[src/tbdlc_pkg.sv]
`timescale 1ns / 1ps
`default_nettype none
// ----------------------------------------------------------------------------
// tbdlc_pkg
// Shared types and constants for the two-button debounced level control.
// ----------------------------------------------------------------------------
package tbdlc_pkg;

  localparam int LEVEL_BITS  = 16;
  localparam int SUM_W       = ((LEVEL_BITS > 16) ? LEVEL_BITS : 16) + 1;
  localparam int HOLD_W      = 9;
  localparam int DIV_W       = 5;
  localparam int CFG_IDX_W   = 3;
  localparam int CFG_DATA_W  = 16;

  localparam logic [LEVEL_BITS-1:0] BRIGHT_RESET = LEVEL_BITS'(100);
  localparam logic [DIV_W-1:0]      DIV_RESET    = DIV_W'(8);
  localparam logic [DIV_W-1:0]      DIV_LIMIT    = DIV_W'(31);
  localparam logic [SUM_W-1:0]      LEVEL_LIMIT  =
    SUM_W'((64'd1 << LEVEL_BITS) - 64'd1);

  typedef enum logic [CFG_IDX_W-1:0] {
    REG_DEBOUNCE_TICKS = 3'd0,
    REG_LEVEL_STEP     = 3'd1,
    REG_LEVEL_MAX      = 3'd2,
    REG_DIVISOR_STEP   = 3'd3,
    REG_DIVISOR_MAX    = 3'd4
  } reg_idx_t;

  typedef struct packed {
    logic [7:0]  debounce_ticks;
    logic [11:0] level_step;
    logic [15:0] level_max;
    logic [3:0]  divisor_step;
    logic [4:0]  divisor_max;
  } cfg_t;

  typedef struct packed {
    logic raise;
    logic lower;
  } action_t;

endpackage
`default_nettype wire

[src/tbdlc_cfg_regs.sv]
`timescale 1ns / 1ps
`default_nettype none
// ----------------------------------------------------------------------------
// tbdlc_cfg_regs
// Configuration register file; writes to unknown indexes are dropped.
// ----------------------------------------------------------------------------
module tbdlc_cfg_regs (
  input  wire logic                               clk,
  input  wire logic                               rst,
  input  wire logic                               cfg_valid,
  input  wire logic [tbdlc_pkg::CFG_IDX_W-1:0]    cfg_index,
  input  wire logic [tbdlc_pkg::CFG_DATA_W-1:0]   cfg_data,
  output tbdlc_pkg::cfg_t                         cfg
);
  import tbdlc_pkg::*;

  always_ff @(posedge clk) begin
    if (rst) begin
      cfg.debounce_ticks <= 8'd50;
      cfg.level_step     <= 12'd100;
      cfg.level_max      <= 16'd2000;
      cfg.divisor_step   <= 4'd2;
      cfg.divisor_max    <= 5'd16;
    end else if (cfg_valid) begin
      unique case (cfg_index)
        REG_DEBOUNCE_TICKS: cfg.debounce_ticks <= cfg_data[7:0];
        REG_LEVEL_STEP:     cfg.level_step     <= cfg_data[11:0];
        REG_LEVEL_MAX:      cfg.level_max      <= cfg_data[15:0];
        REG_DIVISOR_STEP:   cfg.divisor_step   <= cfg_data[3:0];
        REG_DIVISOR_MAX:    cfg.divisor_max    <= cfg_data[4:0];
        default: ;
      endcase
    end
  end

endmodule
`default_nettype wire

[src/tbdlc_press_fsm.sv]
`timescale 1ns / 1ps
`default_nettype none
// ----------------------------------------------------------------------------
// tbdlc_press_fsm
// Debounce and release state machine; flags one action tick per debounced press.
// ----------------------------------------------------------------------------
module tbdlc_press_fsm (
  input  wire logic        clk,
  input  wire logic        rst,
  input  wire logic        step,
  input  wire logic        a_level,
  input  wire logic        b_level,
  input  wire logic [7:0]  debounce_ticks,
  output tbdlc_pkg::action_t action
);
  import tbdlc_pkg::*;

  typedef enum logic [2:0] {
    ST_IDLE  = 3'd0,
    ST_DEB_A = 3'd1,
    ST_REL_A = 3'd2,
    ST_DEB_B = 3'd3,
    ST_REL_B = 3'd4,
    ST_ACT_A = 3'd5,
    ST_ACT_B = 3'd6
  } state_t;

  state_t            state;
  logic [HOLD_W-1:0] hold_count;
  logic [HOLD_W-1:0] hold_inc;
  logic              a_pressed;
  logic              b_pressed;
  logic              held;

  assign a_pressed = ~a_level;
  assign b_pressed = ~b_level;
  assign held      = (state == ST_DEB_A) ? a_pressed : b_pressed;
  assign hold_inc  = hold_count + HOLD_W'(1);

  assign action.raise = (state == ST_ACT_A);
  assign action.lower = (state == ST_ACT_B);

  always_ff @(posedge clk) begin
    if (rst) begin
      state      <= ST_IDLE;
      hold_count <= '0;
    end else if (step) begin
      unique case (state)
        ST_IDLE: begin
          hold_count <= '0;
          if (b_pressed) begin
            state <= ST_DEB_B;
          end else if (a_pressed) begin
            state <= ST_DEB_A;
          end
        end
        ST_DEB_A, ST_DEB_B: begin
          if (held) begin
            if (hold_inc > HOLD_W'(debounce_ticks)) begin
              hold_count <= '0;
              state      <= (state == ST_DEB_A) ? ST_REL_A : ST_REL_B;
            end else begin
              hold_count <= hold_inc;
            end
          end else begin
            state <= ST_IDLE;
          end
        end
        ST_REL_A: if (!a_pressed) state <= ST_ACT_A;
        ST_REL_B: if (!b_pressed) state <= ST_ACT_B;
        ST_ACT_A: state <= ST_IDLE;
        ST_ACT_B: state <= ST_IDLE;
        default: begin
          state      <= ST_IDLE;
          hold_count <= '0;
        end
      endcase
    end
  end

endmodule
`default_nettype wire

[src/tbdlc_level_unit.sv]
`timescale 1ns / 1ps
`default_nettype none
// ----------------------------------------------------------------------------
// tbdlc_level_unit
// LED level and buzzer divisor registers with saturating step updates.
// ----------------------------------------------------------------------------
module tbdlc_level_unit (
  input  wire logic                          clk,
  input  wire logic                          rst,
  input  wire logic                          step,
  input  wire tbdlc_pkg::action_t            action,
  input  wire tbdlc_pkg::cfg_t               cfg,
  output logic [15:0]                        lamp_level_next,
  output logic [tbdlc_pkg::DIV_W-1:0]        divisor_next
);
  import tbdlc_pkg::*;

  logic [LEVEL_BITS-1:0] brightness;
  logic [LEVEL_BITS-1:0] brightness_next;
  logic [DIV_W-1:0]      duty_divisor;
  logic [SUM_W-1:0]      bright_ext;
  logic [SUM_W-1:0]      step_ext;
  logic [SUM_W-1:0]      bright_sum;
  logic [SUM_W-1:0]      next_ext;
  logic [DIV_W:0]        div_sum;

  assign bright_ext = SUM_W'(brightness);
  assign step_ext   = SUM_W'(cfg.level_step);
  assign bright_sum = bright_ext + step_ext;
  assign div_sum    = (DIV_W+1)'(duty_divisor) + (DIV_W+1)'(cfg.divisor_step);

  always_comb begin
    brightness_next = brightness;
    divisor_next    = duty_divisor;
    if (action.raise) begin
      if (bright_ext < SUM_W'(cfg.level_max)) begin
        brightness_next = (bright_sum > LEVEL_LIMIT) ?
                          LEVEL_BITS'(LEVEL_LIMIT) : LEVEL_BITS'(bright_sum);
      end
      if (duty_divisor < cfg.divisor_max) begin
        divisor_next = (div_sum > (DIV_W+1)'(DIV_LIMIT)) ? DIV_LIMIT
                                                         : div_sum[DIV_W-1:0];
      end
    end else if (action.lower) begin
      if (bright_ext > step_ext) begin
        brightness_next = LEVEL_BITS'(bright_ext - step_ext);
      end
      if (duty_divisor > DIV_W'(cfg.divisor_step)) begin
        divisor_next = duty_divisor - DIV_W'(cfg.divisor_step);
      end
    end
  end

  assign next_ext        = SUM_W'(brightness_next);
  assign lamp_level_next = next_ext[15:0];

  always_ff @(posedge clk) begin
    if (rst) begin
      brightness   <= BRIGHT_RESET;
      duty_divisor <= DIV_RESET;
    end else if (step) begin
      brightness   <= brightness_next;
      duty_divisor <= divisor_next;
    end
  end

endmodule
`default_nettype wire

[src/two_button_debounced_level_control.sv]
`timescale 1ns / 1ps
`default_nettype none
// ----------------------------------------------------------------------------
// two_button_debounced_level_control
// Debounced two-button control of an LED level and a buzzer divisor.
//
//   channel  direction  handshake             payload
//   in       sink       in_valid/in_ready     button_a_level, button_b_level
//   out      source     out_valid/out_ready   lamp_level, buzzer_divisor,
//                                             raise_done, lower_done
//   cfg      sink       cfg_valid/cfg_ready   cfg_index, cfg_data
//
// One transaction per cycle sustained while out_ready stays high; each input
// passes the input register, then the result register.
// Reset is synchronous; it restores register defaults and the press state.
// A stalled result holds in the result register while the input register
// keeps one more transaction; cfg_ready is always high.
// ----------------------------------------------------------------------------
module two_button_debounced_level_control (
  input  wire logic                               clk,
  input  wire logic                               rst,
  input  wire logic                               in_valid,
  output logic                                    in_ready,
  input  wire logic                               button_a_level,
  input  wire logic                               button_b_level,
  output logic                                    out_valid,
  input  wire logic                               out_ready,
  output logic [15:0]                             lamp_level,
  output logic [tbdlc_pkg::DIV_W-1:0]             buzzer_divisor,
  output logic                                    raise_done,
  output logic                                    lower_done,
  input  wire logic                               cfg_valid,
  output logic                                    cfg_ready,
  input  wire logic [tbdlc_pkg::CFG_IDX_W-1:0]    cfg_index,
  input  wire logic [tbdlc_pkg::CFG_DATA_W-1:0]   cfg_data
);
  import tbdlc_pkg::*;

  cfg_t             cfg;
  action_t          action;
  logic             stage_valid;
  logic             stage_a;
  logic             stage_b;
  logic             advance;
  logic [15:0]      lamp_level_next;
  logic [DIV_W-1:0] divisor_next;

  assign cfg_ready = 1'b1;
  assign advance   = stage_valid && (!out_valid || out_ready);
  assign in_ready  = !stage_valid || advance;

  tbdlc_cfg_regs u_cfg_regs (
    .clk       (clk),
    .rst       (rst),
    .cfg_valid (cfg_valid),
    .cfg_index (cfg_index),
    .cfg_data  (cfg_data),
    .cfg       (cfg)
  );

  tbdlc_press_fsm u_press_fsm (
    .clk            (clk),
    .rst            (rst),
    .step           (advance),
    .a_level        (stage_a),
    .b_level        (stage_b),
    .debounce_ticks (cfg.debounce_ticks),
    .action         (action)
  );

  tbdlc_level_unit u_level_unit (
    .clk             (clk),
    .rst             (rst),
    .step            (advance),
    .action          (action),
    .cfg             (cfg),
    .lamp_level_next (lamp_level_next),
    .divisor_next    (divisor_next)
  );

  always_ff @(posedge clk) begin
    if (rst) begin
      stage_valid <= 1'b0;
    end else if (in_ready) begin
      stage_valid <= in_valid;
    end
  end

  always_ff @(posedge clk) begin
    if (in_valid && in_ready) begin
      stage_a <= button_a_level;
      stage_b <= button_b_level;
    end
  end

  always_ff @(posedge clk) begin
    if (rst) begin
      out_valid <= 1'b0;
    end else if (advance) begin
      out_valid <= 1'b1;
    end else if (out_ready) begin
      out_valid <= 1'b0;
    end
  end

  always_ff @(posedge clk) begin
    if (advance) begin
      lamp_level     <= lamp_level_next;
      buzzer_divisor <= divisor_next;
      raise_done     <= action.raise;
      lower_done     <= action.lower;
    end
  end

endmodule
`default_nettype wire

[config.mk]
export PLATFORM = sky130hd
export DESIGN_NAME = two_button_debounced_level_control
export DESIGN_NICKNAME = d
export VERILOG_FILES = /design/src/tbdlc_pkg.sv /design/src/tbdlc_cfg_regs.sv /design/src/tbdlc_press_fsm.sv /design/src/tbdlc_level_unit.sv /design/src/two_button_debounced_level_control.sv
export SDC_FILE = /design/constraint.sdc
export NUM_CORES = 1
export LEC_CHECK = 0
export ABC_AREA = 1
export BUFFER_PORTS_ARGS = -buffer_cell sky130_fd_sc_hd__clkbuf_2
export CORE_MARGIN = 8
export CORE_UTILIZATION = 50
export CTS_BUF_LIST = sky130_fd_sc_hd__clkbuf_4
export CTS_CLUSTER_DIAMETER = 200
export DETAILED_ROUTE_END_ITERATION = 8
export GPL_TIMING_DRIVEN = 0
export HOLD_SLACK_MARGIN = 0.1
export PLACE_DENSITY = 0.68
export SKIP_LAST_GASP = 1
export SYNTH_ARGS = -nofsm -noshare
export SYNTH_HDL_FRONTEND = slang
export SYNTH_SLANG_ARGS = --single-unit
[constraint.sdc]
create_clock -name clk -period 4.05 [get_ports clk]
set_input_delay 0.2025 -clock clk [delete_from_list [all_inputs] [get_ports clk]]
set_output_delay 0.2025 -clock clk [all_outputs]
set_load 0.01 [all_outputs]
---- Word-level counts from Yosys, hierarchy flattened ----
Index checks and enable logic that the tools add are counted.
word-level totals
  input bits .............................. 26
  word-level logic and storage cells ...... 89
  flip-flop bits (word level) ............. 105
  output and inout port bits .............. 26
cells by class
  bitwise gates (word level) .............. 3
  multiplexer cells ....................... 24
  reduce and logical (&&, ||, !) cells .... 18
  order comparisons ....................... 7
  equality and inequality tests ........... 15
  $add $sub $neg .......................... 5
operators by type and width
  operator                                                                count
  16-bit 2-to-1 mux                                                       5
  5-bit 2-to-1 mux                                                        5
  3-bit 2-to-1 mux                                                        7
  9-bit 2-to-1 mux                                                        2
  9-bit one-hot mux with 2 select lines                                   1
  16-bit by 12-bit adder with 17-bit output                               1
  17-bit by 16-bit > comparator with 1-bit output, second input constant  1
  16-bit by 12-bit > comparator with 1-bit output                         1
  16-bit less-than comparator                                             1
  16-bit by 12-bit subtractor with 16-bit output                          1
  3-bit by 2-bit equality test with 1-bit output, second input constant   4
  3-bit equality test, second input constant                              4
  3-bit one-hot mux with 4 select lines                                   1
  2-bit AND reduction                                                     5
  9-bit by 1-bit adder with 9-bit output, second input constant           1
  9-bit by 8-bit > comparator with 1-bit output                           1
  5-bit by 4-bit adder with 6-bit output                                  1
  3-bit by 1-bit equality test with 1-bit output, second input constant   2
  6-bit by 5-bit > comparator with 1-bit output, second input constant    1
  3-bit logical NOT                                                       2
  3-bit inequality test, second input constant                            2
  5-bit by 4-bit > comparator with 1-bit output                           1
  5-bit less-than comparator                                              1
  5-bit AND reduction                                                     1
  12 further kinds                                                        20

---- Longest topological paths before layout ----
Gate-level depths: netlist (run 1).
  depth after elaboration ................. 5
  mapped depth ............................ 19
  depth with buffers taken out ............ 19

---- Modules after synthesis ----
A second synthesis (run 1) with hierarchy kept.
second synthesis, totals
  cells, all modules ...................... 1219
  area, all modules ....................... 8091.5 µm²
by module, submodules not included
  module                              times used  cells an instance  area each (µm²)  sequential area each (µm²)
  tbdlc_level_unit                    1           772                4439.3           420.4
  tbdlc_cfg_regs                      1           262                1810.5           900.9
  tbdlc_press_fsm                     1           146                988.4            240.2
  two_button_debounced_level_control  1           39                 853.3            790.8

---- Least setup slack after synthesis (run 1) ----
Ideal clock, no wire load.
  path type ............................... register -> register
  start point ............................. reg u_press_fsm.hold_count[0]
  end point ............................... reg u_press_fsm.hold_count[2]
  cell stages (with the launch flop) ...... 19
  data arrival time ....................... 2.115 ns
  period minus slack after synthesis ...... 2.186 ns
  required time ........................... 3.980 ns
  library setup time ...................... 0.070 ns
  path slack .............................. 1.864 ns
  buffers on the path ..................... 0
  path through ............................ dfxtp_1 > ha_1 > nand3_1 > nor2_1 > nand2_1 > xor2_1 > inv_1 > ha_1 > nand2_1 > inv_1 > nand2_1 > nand2_1 > nand2_1 > nand2_1 > nand2_1 > nand2_1 > nor2_1 > nand2_1 > a21oi_1
between the ends
  longest elaborated chain between the ends .. 5
RTL lines
  element                                        line                   RTL
  start: declaration                             tbdlc_press_fsm.sv:29  logic [HOLD_W-1:0] hold_count;
  start signal: assignment                       tbdlc_press_fsm.sv:63  hold_count <= hold_inc;
  9-bit by 1-bit adder with 9-bit output *       tbdlc_press_fsm.sv:38  assign hold_inc = hold_count + HOLD_W'(1);
  9-bit by 8-bit > comparator with 1-bit output  tbdlc_press_fsm.sv:59  if (hold_inc > HOLD_W'(debounce_ticks)) begin
  9-bit 2-to-1 mux *                             tbdlc_press_fsm.sv:59
  9-bit 2-to-1 mux *                             tbdlc_press_fsm.sv:58  if (held) begin
  9-bit one-hot mux with 2 select lines *        tbdlc_press_fsm.sv:48  unique case (state)
Mark *: on every way between the ends. The rest lies on a longest branch, timed or not. The select of a mux whose other input is x is not followed.
A chain may end at the register's enable or synchronous reset.

---- Worst setup path in the final report (run 1) ----
  start point ............................. reg u_press_fsm.hold_count[0]
  end point ............................... reg u_press_fsm.hold_count[5]
Same word-level chain as after synthesis.

==> summary by stage, run 1 <==
Status
The flow ran to the end, and the final reports show no timing, DRC or antenna violations.

Timing
At the pin with the least slew margin, the transition time is 801 ps. The smallest clock period supported by the final layout is computed as 2590 ps. The worst clock skew is 11.6 ps.

The total of endpoints with negative setup slack in the final report is 0. The worst path uses roughly 64% of the clock period. Static timing analysis puts the maximum clock frequency at 0.385 GHz. Setup repair after global routing left no endpoint under its margin. Headroom to the max-slew limit came out at 46.2%.

The total negative setup slack is 0 ps. The final count of hold timing violations is 0. The count of pins over their slew limit is 0.

Synthesis
The mapped netlist covers 7450 um2. During synthesis, Yosys emitted a total of 0 warnings. The count of unique library cells instantiated by Yosys is 42. The flip-flop and latch count after synthesis is 105. Synthesis produced roughly 1100 cells. By area the synthesized netlist is led by dfxtp_1 22%, nand2_1 16%, edfxtp_1 10%, ha_1 10%, inv_1 9.1%.

After synthesis, the largest area contributor takes up 21.5% of total cell area. The sequential-to-total area share from yosys stat is 31.6%. dfxtp_1 takes more of the synthesized area than any other cell. The average size of a mapped cell is 6.68 um2. The net count of the mapped netlist is around 1200.

Clocking
The TritonCTS clock tree is yes. The tree built by TritonCTS fans out to 105 sinks. The hold buffer count at cts is 26.

The clock tree root buffer cell is clkbuf_4. The number of buffers created by CTS is 9. The number of setup buffers added after CTS is 0. The number of H-tree levels is 3.

The clock reaches the later pin of the worst-skew pair after 500 ps. The clock edge transition at the registers on the reported setup and hold paths is 160 ps. Post-CTS repair changed the size of 0 cells. The maximum buffer depth of the clock tree is 2.

Setup path
On the worst path, the slowest cell contributes a delay of 420 ps. For the worst setup path, the data required time is 4480 ps. The category of the worst setup path capture point is a flip-flop. The kind of critical path is reg2reg. On the critical path, the stage with the largest delay is an instance of dfxtp_1. Traced cell by cell, the critical path runs through ha_1 -> nand3_1 -> nor2_1 -> nand2_1 -> xor2_1 -> inv_1 -> ha_1 -> nand2_1 -> inv_1 -> nand2_1 -> nand2_1 -> nand2_1 -> nand2_1 -> nand2_1 -> nand2_1 -> nor2_1 -> nand2_1 -> a21oi_1. The most frequent cell on the critical path is nand2_1. The biggest fanout along the worst timing path is 7. The arrival time at the worst endpoint is 3020 ps. The element type at the critical path start is a flip-flop.

Min path
The worst min-delay path class is in2reg.

Finish
The net count of the finished layout is 1291. Of the cells placed in the final design, the portion with a size suffix greater than 1 is a little under a tenth. Cells fill a little under three fifths of the core in the end. The antenna diode count is 0. The area added between synthesis and finish is 11.8%.

Die
The total area inside the core boundary comes to approximately 15000 um2. The number of I/O pins is 52. In this run the horizontal extent of the chip is roughly 140 um. The die covers 19100 um2. The starting utilization of the core area is around half. The floorplan has 44 rows. The die height is 138 um.

Power and ir drop
Combinational cells account for between 20 and 30% of the total power. The worst-case IR drop observed on VDD is between 0.2 and 0.25 mV. Registers are responsible for 47.4% of the overall power. The switching portion of total power is a little over a third. The clock network burns around 23% of the power. The total internal power is approximately 1.6 mW. The total power divided by cell area is ~300 nW/um2.

The switching power summed over all nets is 0.901 mW. In this run the static leakage power is between 4 and 5 nW.

Detailed routing
The detailed-route vias per instance is 5.22. The violation count after the first detailed-route iteration is 610. The wire length after detailed routing is around 21 mm. The length of the first detailed-routing pass in iterations is 5. The count of vias placed by the detailed router is 7260. The average routed wire per standard cell is 14.8 um. For this run, design rule violations remaining after detail routing come to 0. The final antenna-violating net count is 0.

Global routing
The number of antenna violations at the first check in global routing is 0. The final global-route overflow total is 0. The pin count of the biggest net entering global routing is 33.

The via count of the first global-routing pass is roughly 6700. Global routing used 21.5% of the available tracks across all layers. The wire length of the first global-routing pass is 33.9 mm.

Run
The max-cap violation count is 0.

Placement
The quantity of I/O buffers inserted on ports is just under 50. The congestion estimate from routability-driven global placement came to 0.942. The half-perimeter wire length of the detailed placement result is 16.3 mm.
[through the flow]
stage | setup slack, ps | area, um2 | instances | total power, mW | hold WS (ps)
global route | 1170 | 8330 | 1390 | 2.64 | 159
CTS | 1450 | 8330 | 1390 | 2.48 | 107
detailed placement | 1490 | 7920 | 1348 | 1.89 | 382
floorplan | 1860 | 7450 | 1115 | 1.68 | 301
global placement | 1510 | 7920 | 1348 | 1.88 | 385
finish | 1460 | 8330 | 1390 | 2.47 | 144
[worst max-delay path: cells and delay by family (launching register included)]
kind / cells / cell delay (ps)
DFF: 1 / 420
xor gates and xnor gates: 1 / 130
buffers and inverters: 2 / 120
AOI/OAI and AO/OA: 1 / 140
and+or+nand+nor: 12 / 1260
adders and majority gates: 2 / 490
[area by class of cell]
| type | instances | area (um2) |
|---|---|---|
| Multi-Input combinational cell | 786 | 4210 |
| Fill cell | 1497 | 6200 |
| Inverter | 188 | 706 |
| Timing Repair Buffer | 75 | 505 |
| Clock inverter | 7 | 78.8 |
| Sequential cell | 105 | 2350 |
| Tap cell | 184 | 230 |
| Buffer | 36 | 180 |
| Clock buffer | 9 | 67.6 |
[power groups by stage]
stage	sequential, mW	combinational [mW]	clock [mW]
after detailed placement	1.19	0.695	0
after global placement	1.19	0.686	0
after global routing	1.18	0.823	0.635
after CTS	1.17	0.717	0.589
after floorplan	1.18	0.502	0
final	1.17	0.726	0.574
[cells by family after synthesis]
| family | share of synthesized area [%] |
|---|---|
| other | 0.0503 |
| adder cells (fa/ha/maj) | 11.2 |
| buffers and inverters | 11.9 |
| XOR/XNOR | 2.70 |
| flip-flops | 31.6 |
| AND/OR/NAND/NOR | 28.5 |
| AO/OA/AOI/OAI | 14.1 |
[cells in the mapped netlist (all sizes together)]
cell	n
or2	1
a21boi	2
a311oi	1
edfxtp	25
nand2	318
o21bai	4
nor3	6
o21a	1
xnor2	5
ha	60
clkinv	1
nor2	80
nand3b	5
a31oi	1
fa	4
a21oi	115
o21ai	60
o211ai	14
buf	22
nand4	17
conb	1
nand3	67
dfxtp	80
and2	4
clkbuf	14
nor4	1
inv	187
xor2	18
nand2b	1
[sequential cells by signal, summed over array words and instances, names as in the netlist, 3 cells and up]
name,flops
u_level_unit.brightness,16
buzzer_divisor,5
u_press_fsm.state,3
u_press_fsm.hold_count,9
u_cfg_regs.cfg,45
lamp_level,16
u_level_unit.duty_divisor,5
[metal layers]
layer  global-route usage, %  vias to the layer above  wire length (um)
li1                        -                     3731                 -
met1                    26.5                     3257              9250
met2                    35.2                      218              9350
met3                    3.97                       54              1070
met4                    10.6                        0               916
met5                       0                        -                 0
[final timing paths]
check | start | endpoint | slack [ps] | depth (start not counted)
worst max-delay path | u_press_fsm.hold_count[0] | u_press_fsm.hold_count[5] | 1460 | 18
worst min-delay path | rst | u_level_unit.brightness[1] | 140 | 4
worst max register to register | u_press_fsm.hold_count[0] | u_press_fsm.hold_count[5] | 1460 | 18
worst min register to register | u_cfg_regs.cfg[12] | u_cfg_regs.cfg[12] | 470 | 2
[layout by cell type, fill, tap and decap left out, types with 2 or more instances in the layout]
cell type / count
nand2_1: 308
inv_1: 181
a21oi_1: 115
dfxtp_1: 80
nor2_1: 77
nand3_1: 64
ha_1: 60
o21ai_0: 56
clkbuf_2: 49
dlygate4sd3_1: 26
edfxtp_1: 25
buf_2: 18
xor2_1: 18
nand4_1: 17
clkbuf_1: 14
o211ai_1: 14
nand2_2: 9
clkbuf_4: 9
inv_2: 6
nor3_1: 5
xnor2_1: 5
nand3b_1: 5
and2_1: 4
o21bai_1: 4
fa_1: 4
o21ai_1: 3
clkinv_4: 3
nor2_4: 2
buf_4: 2
nand3_2: 2
buf_6: 2
inv_6: 2
(Power assumes the default switching activity.)
==> run 2: changes to the inputs <==
- clock period: 4.05 -> 2.6 ns (I/O delays scaled with it)
==> run 2 against run 1 <==
Combinational power grew 57%. Maximum frequency rose by 7.4%. Non-clock buffer count grew 4. Global-route usage grew 0.19 points. Setup slack got worse by 1300 ps. Wire length is 1.2% higher. Final area increased by 0.78%. Die area is the same. First-iteration DRC count fell by 9.5%. Worst hold slack got worse by 8.5 ps. Sequential power rose by 56%. Largest cell class unchanged. Highest routed layer unchanged.
==> summary by stage, run 2 (synthesis gave the netlist of run 1 again) <==
Die
The core box area is 14500 um2 (unchanged). The number of core rows came to 44 (unchanged). The die height is 138 um (unchanged). The die area is 19100 um2 (unchanged). The die width is 138 um (unchanged). The number of I/O pins is 52 (unchanged). The starting utilization of the core area is 51.2% (unchanged).

Power and ir drop
The cell leakage power came to 4.29 nW (+0.32%). The post-route total power is 3.86 mW (+56%). The worst IR drop on VDD was 0.325 mV (+60%). The total power divided by cell area is 460 nW/um2 (+55%).

Finish
The commonest non-fill, non-tap cell in the layout is nand2_1. The number of nets in the layout was 1295 (+0.31%). The number of flip-flops in the largest register is 45 (unchanged). The cell area after layout is 8400 um2 (+0.78%).

The largest registers in the layout are u_cfg_regs.cfg: 45 flops, lamp_level: 16 flops, u_level_unit.brightness: 16 flops. The register with the most flip-flops in the final layout is u_cfg_regs.cfg. Relative to the synthesized area, the layout overhead comes to 12.7%. The number of standard cells in the layout, taps in and fillers out is 1394 (+0.29%). The total of fill cells in the finished design is 1490 (-0.47%). In the layout the commonest cells are 308 x nand2_1, 181 x inv_1, 115 x a21oi_1, 77 x dfxtp_1, 75 x nor2_1.

The antenna diode count was 0 (unchanged). The final standard cell utilization of the core is 57.8% (+0.45 points). The share of layout cells above drive strength 1 is 9.83% (+0.55 points).

Timing
The portion of the clock cycle consumed by the worst path in the final layout is 92.9% (+29 points). The worst hold margin is 135 ps (-8.47 ps). The worst-case headroom to the max-slew limit was 46.2% (about the same). The count of pins over their slew limit is 0 (unchanged). The total of endpoints with negative setup slack in the final report came to 0 (unchanged). Setup repair after global routing left no endpoint under its margin. The maximum frequency from static timing analysis is 0.414 GHz (+7.4%). The slew of the pin with the lowest slew margin is 801 ps (-0.379 ps). The minimum setup slack in the final design was 184 ps (-1270 ps). The total negative setup slack is 0 ps (unchanged). The final count of hold timing violations is 0 (unchanged).

The clock period minus final worst setup slack is 2420 ps (-178 ps). The worst clock skew is 14.5 ps (+2.93 ps).

Setup path
The arrival time at the worst endpoint came to 2690 ps (-330 ps). The category of the worst setup path capture point is a flip-flop. The largest individual stage delay along the critical path comes from the cell dfxtp_1. The cell depth of the worst setup path is 11 (-7). The kind of cell adding the most delay to the critical path is simple AND/OR/NAND/NOR gates.

The depth of the most critical reg-to-reg path is 11 (-7). The biggest fanout along the worst timing path is 10 (+3). The register-to-register path setup slack is 180 ps (-1270 ps). The worst setup path is launched from a flip-flop. The delay of the slowest critical-path stage is 530 ps (+110 ps). The worst setup path is of the reg2reg kind.

The source of the worst register-to-register timing path is u_level_unit.brightness[11]. The required time of the worst setup path came to 2870 ps (-1610 ps). The critical path goes through ha_1 -> buf_2 -> a21oi_1 -> nand2_1 -> nor2_1 -> nand2_2 -> nand3_4 -> buf_8 -> nand2_1 -> nand3_1 -> nand2_1. The count of buffering cells on the critical path with inverters included is 2 (unchanged). In this run the critical register-to-register path is captured at lamp_level[1]. The most frequent cell on the critical path is nand2_1.

Min path
The start point of the worst hold path is cfg_valid. The worst min-delay path class is in2reg. The cell depth of the worst min-delay path is 6 (+2). The path with the worst hold slack has its endpoint at u_cfg_regs.cfg[6].

Clocking
The clock edge transition at the registers on the reported setup and hold paths is 170 ps (about the same). The clock tree root buffer cell is clkbuf_4. The number of buffers added for setup after CTS is 0 (unchanged). The number of H-tree levels is 3 (unchanged). The clock insertion delay at the later pin of the skew report is 500 ps (about the same). The clock net sink count was 105 (unchanged). The maximum buffer depth of the clock tree is 2 (unchanged).

The number of buffers created by CTS was 9 (unchanged). TritonCTS built the clock tree.

Detailed routing
The final antenna-violating net count is 0 (unchanged). The detailed-route vias per instance is 5.23 (about the same). The remaining design rule violation count is 0 (unchanged). The average routed wire per standard cell came to 14.9 um (+0.87%). The wire length after detailed routing is 20.8 mm (+1.2%). The length of the first detailed-routing pass in iterations was 5 (unchanged).

The violation count after the first detailed-route iteration was 552 (-9.5%). The count of vias placed by the detailed router is 7287 (+0.37%).

Global routing
The pin count of the biggest net entering global routing came to 33 (unchanged). The total track usage came to 21.7% (+0.19 points). The via count of the first global-routing pass is 6753 (+0.91%). The final global-route overflow total is 0 (unchanged). The number of antenna violations at the first check in global routing is 0 (unchanged). The wire length of the first global-routing pass is 34.2 mm (+0.96%).

Placement
The total placed cells including tap cells was 1348 (unchanged). The quantity of I/O buffers inserted on ports is 49 (unchanged). The minimum setup slack after placement was 39.5 ps (-1450 ps). The post-detailed-placement cell area came to 7920 um2 (unchanged).

The half-perimeter wire length of the detailed placement result is 16.3 mm (unchanged). The weighted congestion reported at the end of routability-driven placement is 0.942 (unchanged).

Status
The run finished with clean final reports.

Run
The max-cap violation count is 0 (unchanged).
## run 2: worst max-delay path by stage
stage	start	endpoint	slack, ps
floorplan	u_press_fsm.hold_count[0]	u_press_fsm.hold_count[2]	410
global placement	u_press_fsm.hold_count[0]	u_press_fsm.hold_count[6]	60
detailed placement	u_press_fsm.hold_count[0]	u_press_fsm.hold_count[7]	40
CTS	u_press_fsm.hold_count[0]	u_press_fsm.hold_count[7]	110
global route	u_press_fsm.hold_count[0]	u_press_fsm.hold_count[1]	10
finish	u_level_unit.brightness[11]	lamp_level[1]	180
## run 2: area by class of cell
cell class / count / area [um2] / area share, %
inverter: 188 / 706 / 8.41
multi-input combinational: 786 / 4230 / 50.4
sequential: 105 / 2360 / 28.1
timing repair buffer: 79 / 546 / 6.50
tap: 184 / 230 / 2.74
buffer: 36 / 184 / 2.19
clock buffer: 9 / 67.6 / 0.805
clock inverter: 7 / 78.8 / 0.939
## run 2: power breakdown
part / total, mW / internal [mW] / switching [mW] / leakage, nW
logic: 1.14 / 0.390 / 0.748 / 3.31
registers: 1.82 / 1.75 / 0.0698 / 0.891
clock network: 0.899 / 0.304 / 0.595 / 0.0809
total: 3.86 / 2.45 / 1.41 / 4.29
## run 2: routing by layer
layer  GRT usage [%]  routed length, um
met1            26.7               9320
met2            35.7               9480
met3            3.94               1080
met4            10.6                940
met5               0                  0
## run 2: tightest hold or removal path: cells and delay by family
| kind | cells | cell delay (ps) |
|---|---|---|
| simple gates | 3 | 210 |
| compound gates | 1 | 140 |
| buf+inv | 2 | 140 |
## run 2: timing repair
action | in CTS | in global routing
hold buffers | 30 | 0
endpoints found under the setup margin | 1 | 32
resized for setup | 1 | 8
hold endpoints to repair | 53 | 0
pin swaps | 0 | 2
